### config.mk
export PLATFORM = sky130hd
export DESIGN_NAME = multi_channel_ramp_generator
export DESIGN_NICKNAME = d
export VERILOG_FILES = /design/src/hdl/mcrg_pkg.sv /design/src/hdl/mcrg_ctrl.sv /design/src/hdl/mcrg_datapath.sv /design/src/hdl/multi_channel_ramp_generator.sv
export SDC_FILE = /design/constraint.sdc
export NUM_CORES = 2
export LEC_CHECK = 0
export BUFFER_PORTS_ARGS = -buffer_cell sky130_fd_sc_hd__buf_2
export CAP_MARGIN = 5
export CORE_ASPECT_RATIO = 1.75
export CORE_UTILIZATION = 40
export DETAILED_ROUTE_END_ITERATION = 8
export MAX_ROUTING_LAYER = met4
export PLACE_DENSITY = 0.65
export REMOVE_ABC_BUFFERS = 1
export SYNTH_ARGS = -nofsm -noshare
export SYNTH_HDL_FRONTEND = slang
export SYNTH_SLANG_ARGS = --single-unit
### constraint.sdc
create_clock -name i_clk -period 9.3 [get_ports i_clk]
set_input_delay 1.86 -clock i_clk [delete_from_list [all_inputs] [get_ports i_clk]]
set_output_delay 1.86 -clock i_clk [all_outputs]
set_load 0.03 [all_outputs]
### src/hdl/mcrg_pkg.sv
`timescale 1ns / 1ps
`default_nettype none
// ----------------------------------------------------------------------------
// mcrg_pkg
// Shared constants, point map tables and control types of the ramp generator.
// ----------------------------------------------------------------------------
package mcrg_pkg;

    localparam int POINT_COUNT = 16;
    localparam int IDX_W       = $clog2(POINT_COUNT);
    localparam int LEVEL_W     = 16;
    localparam int POINT_W     = 8;
    localparam int SLICE_W     = 3;

    localparam logic [IDX_W-1:0] IDX_LAST = IDX_W'(POINT_COUNT - 1);

    typedef enum logic [1:0] {
        CMD_TICK  = 2'd0,
        CMD_SET   = 2'd1,
        CMD_CLEAR = 2'd2,
        CMD_READ  = 2'd3
    } t_cmd;

    typedef enum logic {
        KIND_UPDATE = 1'b0,
        KIND_REPLY  = 1'b1
    } t_kind;

    localparam logic [POINT_COUNT-1:0] POINT_VALID = 16'hFEFE;

    localparam logic [SLICE_W-1:0] POINT_SLICE [POINT_COUNT] = '{
        3'd0, 3'd0, 3'd0, 3'd1, 3'd1, 3'd2, 3'd2, 3'd3,
        3'd0, 3'd4, 3'd4, 3'd5, 3'd5, 3'd6, 3'd6, 3'd7
    };

    localparam logic POINT_CHANNEL [POINT_COUNT] = '{
        1'b0, 1'b0, 1'b1, 1'b0, 1'b1, 1'b0, 1'b1, 1'b0,
        1'b0, 1'b0, 1'b1, 1'b0, 1'b1, 1'b0, 1'b1, 1'b0
    };

    typedef struct packed {
        logic accept;
        logic scan_en;
        logic flush_en;
        logic reply_en;
    } t_ctl;

    typedef struct packed {
        logic out_free;
        logic pend_valid;
        logic idx_last;
    } t_sts;

endpackage
`default_nettype wire

### src/hdl/mcrg_ctrl.sv
`timescale 1ns / 1ps
`default_nettype none
// ----------------------------------------------------------------------------
// mcrg_ctrl
// Command sequencer: accepts a word, runs the tick scan, flushes the held
// update and issues query replies.
// ----------------------------------------------------------------------------
module mcrg_ctrl
    import mcrg_pkg::*;
(
    input  wire logic       i_clk,
    input  wire logic       i_rst_n,
    input  wire logic       i_valid,
    input  wire logic [1:0] i_cmd,
    input  wire t_sts       i_sts,
    output t_ctl            o_ctl,
    output logic            o_stall
);

    typedef enum logic [3:0] {
        ST_IDLE  = 4'b0001,
        ST_SCAN  = 4'b0010,
        ST_FLUSH = 4'b0100,
        ST_REPLY = 4'b1000
    } t_state;

    t_state r_state;
    t_state n_state;

    always_comb begin
        n_state        = r_state;
        o_ctl          = '0;
        o_stall        = 1'b1;
        unique case (r_state)
            ST_IDLE: begin
                o_stall      = 1'b0;
                o_ctl.accept = i_valid;
                if (i_valid) begin
                    unique case (t_cmd'(i_cmd))
                        CMD_TICK: n_state = ST_SCAN;
                        CMD_READ: n_state = ST_REPLY;
                        default:  n_state = ST_IDLE;
                    endcase
                end
            end
            ST_SCAN: begin
                o_ctl.scan_en = i_sts.out_free;
                if (i_sts.out_free && i_sts.idx_last) begin
                    n_state = ST_FLUSH;
                end
            end
            ST_FLUSH: begin
                if (!i_sts.pend_valid) begin
                    n_state = ST_IDLE;
                end else if (i_sts.out_free) begin
                    o_ctl.flush_en = 1'b1;
                    n_state        = ST_IDLE;
                end
            end
            ST_REPLY: begin
                o_ctl.reply_en = i_sts.out_free;
                if (i_sts.out_free) begin
                    n_state = ST_IDLE;
                end
            end
            default: begin
                n_state = ST_IDLE;
            end
        endcase
    end

    always_ff @(posedge i_clk) begin
        if (!i_rst_n) begin
            r_state <= ST_IDLE;
        end else begin
            r_state <= n_state;
        end
    end

endmodule
`default_nettype wire

### src/hdl/mcrg_datapath.sv
`timescale 1ns / 1ps
`default_nettype none
// ----------------------------------------------------------------------------
// mcrg_datapath
// Point stores, step arithmetic, held update and output register.
// ----------------------------------------------------------------------------
module mcrg_datapath
    import mcrg_pkg::*;
(
    input  wire logic               i_clk,
    input  wire logic               i_rst_n,
    input  wire t_ctl               i_ctl,
    output t_sts                    o_sts,
    input  wire logic [1:0]         i_cmd,
    input  wire logic [POINT_W-1:0] i_point,
    input  wire logic [LEVEL_W-1:0] i_target,
    input  wire logic [LEVEL_W-1:0] i_step,
    input  wire logic               i_stall,
    output logic                    o_valid,
    output logic                    o_kind,
    output logic [IDX_W-1:0]        o_point_id,
    output logic [SLICE_W-1:0]      o_slice,
    output logic                    o_channel,
    output logic [LEVEL_W-1:0]      o_level,
    output logic [LEVEL_W-1:0]      o_step_out,
    output logic [LEVEL_W-1:0]      o_target_out,
    output logic                    o_point_ok,
    output logic                    o_last
);

    logic [LEVEL_W-1:0] r_level  [POINT_COUNT];
    logic [LEVEL_W-1:0] r_step   [POINT_COUNT];
    logic [LEVEL_W-1:0] r_target [POINT_COUNT];

    logic [IDX_W-1:0]   r_idx;
    logic [POINT_W-1:0] r_qpt;

    logic               r_pend_v;
    logic [IDX_W-1:0]   r_pend_id;
    logic [LEVEL_W-1:0] r_pend_lvl;

    logic               r_ov;
    logic               r_kind;
    logic [IDX_W-1:0]   r_id;
    logic [SLICE_W-1:0] r_slice;
    logic               r_chan;
    logic [LEVEL_W-1:0] r_lvl;
    logic [LEVEL_W-1:0] r_stp;
    logic [LEVEL_W-1:0] r_tgt;
    logic               r_ok;
    logic               r_last;

    logic [IDX_W-1:0]   addr;
    logic [LEVEL_W-1:0] cur_lvl;
    logic [LEVEL_W-1:0] cur_stp;
    logic [LEVEL_W-1:0] cur_tgt;
    logic [LEVEL_W-1:0] diff;
    logic [LEVEL_W-1:0] new_lvl;
    logic               hit;
    logic               out_free;
    logic               out_load;
    logic               q_ok;
    logic               set_ok;

    assign out_free = !r_ov || !i_stall;
    assign addr     = i_ctl.reply_en ? r_qpt[IDX_W-1:0] : r_idx;
    assign cur_lvl  = r_level[addr];
    assign cur_stp  = r_step[addr];
    assign cur_tgt  = r_target[addr];
    assign q_ok     = (r_qpt[POINT_W-1:IDX_W] == '0) && POINT_VALID[r_qpt[IDX_W-1:0]];
    assign set_ok   = (i_point[POINT_W-1:IDX_W] == '0) && POINT_VALID[i_point[IDX_W-1:0]];

    always_comb begin
        hit = POINT_VALID[r_idx] && (cur_stp != '0) && (cur_lvl != cur_tgt);
        if (cur_lvl < cur_tgt) begin
            diff    = cur_tgt - cur_lvl;
            new_lvl = (diff < cur_stp) ? cur_tgt : cur_lvl + cur_stp;
        end else begin
            diff    = cur_lvl - cur_tgt;
            new_lvl = (diff < cur_stp) ? cur_tgt : cur_lvl - cur_stp;
        end
    end

    assign out_load = (i_ctl.scan_en && hit && r_pend_v) || i_ctl.flush_en
                      || i_ctl.reply_en;

    assign o_sts.out_free   = out_free;
    assign o_sts.pend_valid = r_pend_v;
    assign o_sts.idx_last   = (r_idx == IDX_LAST);

    // point stores
    always_ff @(posedge i_clk) begin
        if (!i_rst_n || (i_ctl.accept && t_cmd'(i_cmd) == CMD_CLEAR)) begin
            for (int i = 0; i < POINT_COUNT; i++) begin
                r_level[i]  <= '0;
                r_step[i]   <= '0;
                r_target[i] <= '0;
            end
        end else begin
            if (i_ctl.accept && t_cmd'(i_cmd) == CMD_SET && set_ok) begin
                r_step[i_point[IDX_W-1:0]]   <= i_step;
                r_target[i_point[IDX_W-1:0]] <= i_target;
            end
            if (i_ctl.scan_en && hit) begin
                r_level[r_idx] <= new_lvl;
            end
        end
    end

    // scan position and held update
    always_ff @(posedge i_clk) begin
        if (!i_rst_n) begin
            r_idx    <= '0;
            r_pend_v <= 1'b0;
        end else begin
            if (i_ctl.scan_en) begin
                r_idx <= r_idx + 1'b1;
            end
            if (i_ctl.scan_en && hit) begin
                r_pend_v <= 1'b1;
            end else if (i_ctl.flush_en) begin
                r_pend_v <= 1'b0;
            end
        end
    end

    always_ff @(posedge i_clk) begin
        if (i_ctl.accept) begin
            r_qpt <= i_point;
        end
        if (i_ctl.scan_en && hit) begin
            r_pend_id  <= r_idx;
            r_pend_lvl <= new_lvl;
        end
    end

    // output register
    always_ff @(posedge i_clk) begin
        if (!i_rst_n) begin
            r_ov <= 1'b0;
        end else if (out_load) begin
            r_ov <= 1'b1;
        end else if (!i_stall) begin
            r_ov <= 1'b0;
        end
    end

    always_ff @(posedge i_clk) begin
        if (out_load) begin
            if (i_ctl.reply_en) begin
                r_kind  <= KIND_REPLY;
                r_id    <= r_qpt[IDX_W-1:0];
                r_ok    <= q_ok;
                r_last  <= 1'b1;
                r_slice <= q_ok ? POINT_SLICE[r_qpt[IDX_W-1:0]] : '0;
                r_chan  <= q_ok ? POINT_CHANNEL[r_qpt[IDX_W-1:0]] : 1'b0;
                r_lvl   <= q_ok ? cur_lvl : '0;
                r_stp   <= q_ok ? cur_stp : '0;
                r_tgt   <= q_ok ? cur_tgt : '0;
            end else begin
                r_kind  <= KIND_UPDATE;
                r_id    <= r_pend_id;
                r_ok    <= 1'b1;
                r_last  <= i_ctl.flush_en;
                r_slice <= POINT_SLICE[r_pend_id];
                r_chan  <= POINT_CHANNEL[r_pend_id];
                r_lvl   <= r_pend_lvl;
                r_stp   <= '0;
                r_tgt   <= '0;
            end
        end
    end

    assign o_valid      = r_ov;
    assign o_kind       = r_kind;
    assign o_point_id   = r_id;
    assign o_slice      = r_slice;
    assign o_channel    = r_chan;
    assign o_level      = r_lvl;
    assign o_step_out   = r_stp;
    assign o_target_out = r_tgt;
    assign o_point_ok   = r_ok;
    assign o_last       = r_last;

endmodule
`default_nettype wire

### src/hdl/multi_channel_ramp_generator.sv
`timescale 1ns / 1ps
`default_nettype none
// ----------------------------------------------------------------------------
// multi_channel_ramp_generator
// Sixteen-point slew-rate-limited ramp generator for PWM levels.
//
// Input channel (i_valid / o_stall) carries one command word: tick, set,
// clear or query. A word is taken only when the block is idle.
// Set and clear finish in the cycle they are taken and give no output.
// A query gives one reply word through the output register once it is free.
// A tick scans the points one per cycle while the output register is free,
// then flushes any held update before the next word is taken. Each moved point
// gives an update word; one update is held back so the final one of the
// scan carries o_last.
// Output channel (o_valid / i_stall) comes from an output register. While
// the receiver stalls, the word holds and the scan or reply waits.
// Reset clears all levels, steps and targets to zero and empties the
// output register.
// ----------------------------------------------------------------------------
module multi_channel_ramp_generator
    import mcrg_pkg::*;
(
    input  wire logic               i_clk,
    input  wire logic               i_rst_n,
    input  wire logic               i_valid,
    output logic                    o_stall,
    input  wire logic [1:0]         i_cmd,
    input  wire logic [POINT_W-1:0] i_point,
    input  wire logic [LEVEL_W-1:0] i_target,
    input  wire logic [LEVEL_W-1:0] i_step,
    output logic                    o_valid,
    input  wire logic               i_stall,
    output logic                    o_kind,
    output logic [IDX_W-1:0]        o_point_id,
    output logic [SLICE_W-1:0]      o_slice,
    output logic                    o_channel,
    output logic [LEVEL_W-1:0]      o_level,
    output logic [LEVEL_W-1:0]      o_step_out,
    output logic [LEVEL_W-1:0]      o_target_out,
    output logic                    o_point_ok,
    output logic                    o_last
);

    t_ctl ctl;
    t_sts sts;

    mcrg_ctrl u_ctrl (
        .i_clk   (i_clk),
        .i_rst_n (i_rst_n),
        .i_valid (i_valid),
        .i_cmd   (i_cmd),
        .i_sts   (sts),
        .o_ctl   (ctl),
        .o_stall (o_stall)
    );

    mcrg_datapath u_datapath (
        .i_clk        (i_clk),
        .i_rst_n      (i_rst_n),
        .i_ctl        (ctl),
        .o_sts        (sts),
        .i_cmd        (i_cmd),
        .i_point      (i_point),
        .i_target     (i_target),
        .i_step       (i_step),
        .i_stall      (i_stall),
        .o_valid      (o_valid),
        .o_kind       (o_kind),
        .o_point_id   (o_point_id),
        .o_slice      (o_slice),
        .o_channel    (o_channel),
        .o_level      (o_level),
        .o_step_out   (o_step_out),
        .o_target_out (o_target_out),
        .o_point_ok   (o_point_ok),
        .o_last       (o_last)
    );

endmodule
`default_nettype wire

After elaboration in Yosys (flattened, before gate mapping)
Memories as Yosys holds them, arrays and structs flattened. A register that Yosys moved wholly into a read port is not among the register bits. Index checks and enable logic that the tools add are counted.

Register bits: 97. Memory bits (writable): 768. Memory bits (read-only): 176. Bits of input ports: 46. Output and inout bits: 61. Memories kept: 10.

Add/sub/neg operators: 5. $lt $le $gt $ge: 8. Eq/ne operators: 12. Multiplexer cells: 60. Bitwise operators: 2. Reduce and logical (&&, ||, !) cells: 27.

Memories: u_datapath.r_level (depth 16, bits a word 16, read ports 1, clocked after Yosys merged registers in 0, write ports 16, RTL line mcrg_datapath.sv:31) `logic [LEVEL_W-1:0] r_level [POINT_COUNT];`; u_datapath.r_step (depth 16, bits a word 16, read ports 1, clocked after Yosys merged registers in 0, write ports 16, RTL line mcrg_datapath.sv:32) `logic [LEVEL_W-1:0] r_step [POINT_COUNT];`; u_datapath.r_target (depth 16, bits a word 16, read ports 1, clocked after Yosys merged registers in 0, write ports 16, RTL line mcrg_datapath.sv:33) `logic [LEVEL_W-1:0] r_target [POINT_COUNT];`; (name not given) (depth 16, bits a word 3, read ports 1, clocked after Yosys merged registers in 0, write ports 0, RTL line mcrg_datapath.sv:165) `r_slice <= POINT_SLICE[r_pend_id];`; (name not given) (depth 16, bits a word 3, read ports 1, clocked after Yosys merged registers in 0, write ports 0, RTL line mcrg_datapath.sv:155) `r_slice <= q_ok ? POINT_SLICE[r_qpt[IDX_W-1:0]] : '0;`; (name not given) (depth 16, bits a word 1, read ports 1, clocked after Yosys merged registers in 0, write ports 0, RTL line mcrg_datapath.sv:156) `r_chan <= q_ok ? POINT_CHANNEL[r_qpt[IDX_W-1:0]] : 1'b0;`; +4 memories.

Operators with widths (number): $mux W16 (8); $lt A16 B16 Y1 (3); $mux W4 (12); $reduce_or A16 Y1 (3); $sub A16 B16 Y16 (3); $mux W1 (32); $mux W3 (6); $add A16 B16 Y16 (1); $ne A16 B16 Y1 (1); $pmux W4 S4 (1); $reduce_bool A16 Y1 (1); $lt A4 B5 Y1 const B (3); $ge A5 B5 Y1 const B (2); $logic_and A1 B1 Y1 (10); $not A4 Y5 (2); $eq A4 B4 Y1 const B (2); $logic_not A4 Y1 (2); $pmux W4 S2 (1); $add A4 B1 Y4 const B (1); $eq A2 B2 Y1 const B (2); $eq A4 B1 Y1 const B (1); $eq A4 B2 Y1 const B (1); $eq A4 B3 Y1 const B (1); $logic_or A1 B1 Y1 (4); other kinds (7) (11).

Longest topological paths before layout
An unclocked memory read counts as a cell.

Word-level depth: 14. Mapped depth: 43. Gate-level depth less buffers: 32.

Hierarchy
A second synthesis with hierarchy kept.

Cells, all modules: 3183. Area, all modules: 42866.1 um^2.

By module, submodules not included: mcrg_datapath (times used 1, cells each 3144, area an instance 42540.8 um^2, seq. area each 25834.8 um^2); mcrg_ctrl (times used 1, cells each 39, area an instance 325.3 um^2, seq. area each 80.1 um^2).

Worst setup path before layout
OpenSTA, ideal clock, no wires.

Kind: in2reg. Start point: input i_stall. End point: memory u_datapath.r_level[15][10] (data pin). Library setup time: 0.270 ns. Arrival time: 8.910 ns. Data required time: 9.030 ns. Setup slack: 0.119 ns. Stages on the path: 37. Buffers on the path: 7. Cells stage by stage: and2_1 -> clkbuf_1 -> nor3_4 -> nor2_1 -> clkbuf_1 -> clkbuf_1 -> clkbuf_1 -> clkbuf_1 -> nand2_1 -> nand3_1 -> nand2_1 -> o211ai_1 -> o21ai_0 -> inv_1 -> ha_1 -> nor2b_1 -> o21ai_0 -> a21boi_0 -> o21a_1 -> o21ai_0 -> a21oi_1 -> a221o_1 -> o41a_1 -> a21oi_1 -> o21bai_1 -> xor2_1 -> ha_1 -> a21o_1 -> a21o_1 -> a211oi_1 -> a211oi_1 -> a21oi_2 -> clkbuf_1 -> o22ai_1 -> a211oi_4 -> buf_4 -> nor3_1.

RTL lines: start: declaration (RTL line multi_channel_ramp_generator.sv:32) `input wire logic i_stall,`; end: declaration (RTL line mcrg_datapath.sv:31).

==> impl_metrics.ini <==
[status]
outcome = finished clean

[layout]
nNetsFinal = 4129
finish.instance_area_um2 = 49030
fillers = 9742
final_cells = 5417
post-route-util = 0.4564
layout-drive-gt1-share = 0.1439
synthToLayoutAreaGrowth_pct = 13.18

[pwr]
ir_drop_mv = 0.1282
powerDensity_nw_per_um2 = 191.2
power_mw = 9.373
leakage_nw = 18.72

[yosys]
synth_seq_cells = 867
yosysMostFrequentCell = edfxtp_1
yosysWarnings = 0
ys_seq_area_frac = 0.5981
ys.flop_type = edfxtp_1
synthTopCellsByArea = edfxtp_1 59%, and2_1 6.5%, nand2_1 5.4%
syn_area_per_cell_um2 = 11.22
ys_async_sr_fraction = 0
synth_edf_count = 855
yosysTopAreaCell = edfxtp_1
synth_cell_types = 92
postSynthCellCount = 3862
syn_area_um2 = 43330
synth_common_cells = 855 x edfxtp_1, 628 x nand2_1, 453 x and2_1, 329 x nand3_1, 233 x nor3_1
synth_top_area_share = 0.5926

[placement]
dp_hpwl_um = 83070
numPortBuffers = 106
place.gp.congestion = 0.9330
place_area_um2 = 46420
dp.cells = 5260

[timing]
tightest_slew_ns = 1.103
rsz0062_at_grt = false
drv_slew = 0
period_needed_ns = 8.561
finalCritPeriodShare = 0.9206
hold_slack_ns = 0.5102
finalHoldViolations = 0
fin_skew_ns = 0.03714
finalSetupViolCount = 0
relSlewSlack = 0.2568
fmax_mhz = 116.8

[setup_path]
cp_data_required_time_ns = 9.80
worstSetupPathType = input port to register
crit_start = i_stall
crit_path_end_kind = register
r2r_start = u_ctrl.r_state[0]
cpPeakStageDelay_ns = 0.63
ff2ff_path_depth = 31
critPathLaunchType = input port
cp.arrival_ns = 9.06
rr_endpoint = u_datapath.r_level[10][4]
cp.buffers_inverters = 5
crit_top_cell = o21ai_0
cp_top_family = compound AO/OA/AOI/OAI gates
cp_max_fo = 32
worst-path-stages = 33
cp_slowest_cell = o21ai_0
rrSetupSlack_ns = 1.26

[clock_network]
cts_tree = yes
clkSinkCount = 867
clk_latency_ns = 0.71
post_cts_buffers = 0
cts-resized-gates = 0
clk_path_buf_depth = 3
h-tree-depth = 3
cts_made_buffers = 80
ctsHoldBuffers = 0
clk_pin_slew_ns = 0.06
cts-root-buf = clkbuf_16

[worst_hold_path]
worstHoldEndpoint = u_datapath.o_level[7]
hp-start = u_datapath.r_pend_lvl[7]
hp-class = register to register
hold_path_depth = 2

[global_routing]
grt_max_degree = 106
antenna_found_initial = 15
overflow = 0
track_usage = 0.2480
grt_pass1_vias = 30310
grt_pass1_wl_um = 194900

[drt]
drtIter0Drc = 2701
drc = 0
drtAntennaViolNets = 0
firstDrtPassIters = 7
num_vias = 30614
vias_per_cell = 5.651
wirelength_um = 132000
wire_per_inst_um = 24.36

[floorplanning]
die_y_um = 437.4
io_pins = 107
coreArea_um2 = 107400
num_rows = 159
die_x_um = 250.8
die_area_um2 = 109700
start_util = 0.4033

[flow_run]
drv_cap = 0
-- how the worst max path moves through the flow --
stage	end
6_report	u_datapath.r_level[10][4]
5_1_grt	u_datapath.r_level[2][5]
4_1_cts	u_datapath.r_level[5][6]
3_5_place_dp	u_datapath.r_level[5][6]
3_3_place_gp	u_datapath.r_level[15][5]
2_1_floorplan	u_datapath.r_level[8][2]
-- sequential cells by signal (all words and copies together), names as in the netlist, named ones only --
signal and count:
u_datapath.o_step_out 16, u_datapath.r_target 256, u_datapath.o_last 1, u_datapath.o_point_ok 1
u_datapath.o_channel 1, u_datapath.r_pend_lvl 16, u_datapath.r_level 256, u_datapath.o_level 16
u_datapath.o_kind 1, u_datapath.o_valid 1, u_datapath.o_point_id 4, u_datapath.o_slice 3
u_ctrl.r_state 4, u_datapath.r_pend_v 1, u_datapath.r_pend_id 4, u_datapath.r_qpt 8
u_datapath.o_target_out 16, u_datapath.r_step 256, u_datapath.r_idx 4
-- per-stage QoR --
| stage | TNS [ns] | setup WS [ns] |
|---|---|---|
| after global routing | 0 | 0.2931 |
| after CTS | 0 | 0.8328 |
| after floorplan | -3266.71 | -6.220 |
| final | 0 | 0.7387 |
| after global placement | 0 | 0.1524 |
| after detailed placement | 0 | 0.1317 |
-- report_power, final --
part           internal, mW  leakage [nW]  switching [mW]
clock                  1.83          1.26            1.52
sequential             4.48          8.98          0.0506
combinational         0.542          8.48           0.948
total                  6.85          18.7            2.52
-- worst min-delay path: stages, from the launching register on --
cell and delay, ns:
edfxtp_1 0.32, nand2_1 0.04, o21ai_0 0.06
-- area by class of cell --
type	instances	area, µm²	area share
clock buffer	96	2115	0.04312
timing repair buffer	287	2302	0.04695
multi-input combinational	2633	16090	0.3282
inverter	105	395.4	0.008063
sequential	867	25910	0.5285
tap	1368	1712	0.03491
clock inverter	50	475.5	0.009696
antenna	11	27.53	0.0005614
-- layer usage --
layer / global-route usage / up-vias / wire length [µm]
li1: - / 13952 / -
met1: 0.2551 / 15090 / 45860
met2: 0.4534 / 1197 / 71390
met3: 0.02960 / 375 / 7546
met4: 0.1402 / 0 / 7176
met5: - / - / 0
-- cells by family (layout without fill, tap and decap cells) --
family | Yosys count | count (layout) | synth area share
AOI/OAI and AO/OA | 428 | 428 | 0.06712
xor gates and xnor gates | 29 | 29 | 0.005863
adders and majority gates | 109 | 109 | 0.03217
buffers and inverters | 425 | 538 | 0.04361
DFF | 867 | 867 | 0.5981
muxes | 133 | 133 | 0.03809
other | 1 | 75 | 0.00008655
and+or+nand+nor | 1870 | 1870 | 0.2149
-- cell usage in the layout (no fill, tap or decap), types with 16 or more instances in the layout --
| cell type | instances |
|---|---|
| ha_1 | 105 |
| inv_1 | 99 |
| mux2i_1 | 75 |
| and2_1 | 452 |
| o22ai_1 | 33 |
| a221oi_1 | 16 |
| mux2_2 | 35 |
| a21o_1 | 34 |
| nand2b_1 | 17 |
| clkinv_1 | 19 |
| mux4_2 | 22 |
| xnor2_1 | 20 |
| conb_1 | 64 |
| clkbuf_16 | 82 |
| o211ai_1 | 33 |
| buf_2 | 106 |
| edfxtp_1 | 855 |
| buf_4 | 148 |
| nor3_2 | 20 |
| nor2_1 | 88 |
| o21ai_0 | 103 |
| nor4_1 | 26 |
| nor3_1 | 231 |
| buf_12 | 33 |
| a21oi_1 | 59 |
| nand2_1 | 625 |
| o21ai_2 | 21 |
| nand3_1 | 328 |
| nand4_1 | 18 |
(Power assumes the default switching activity.)
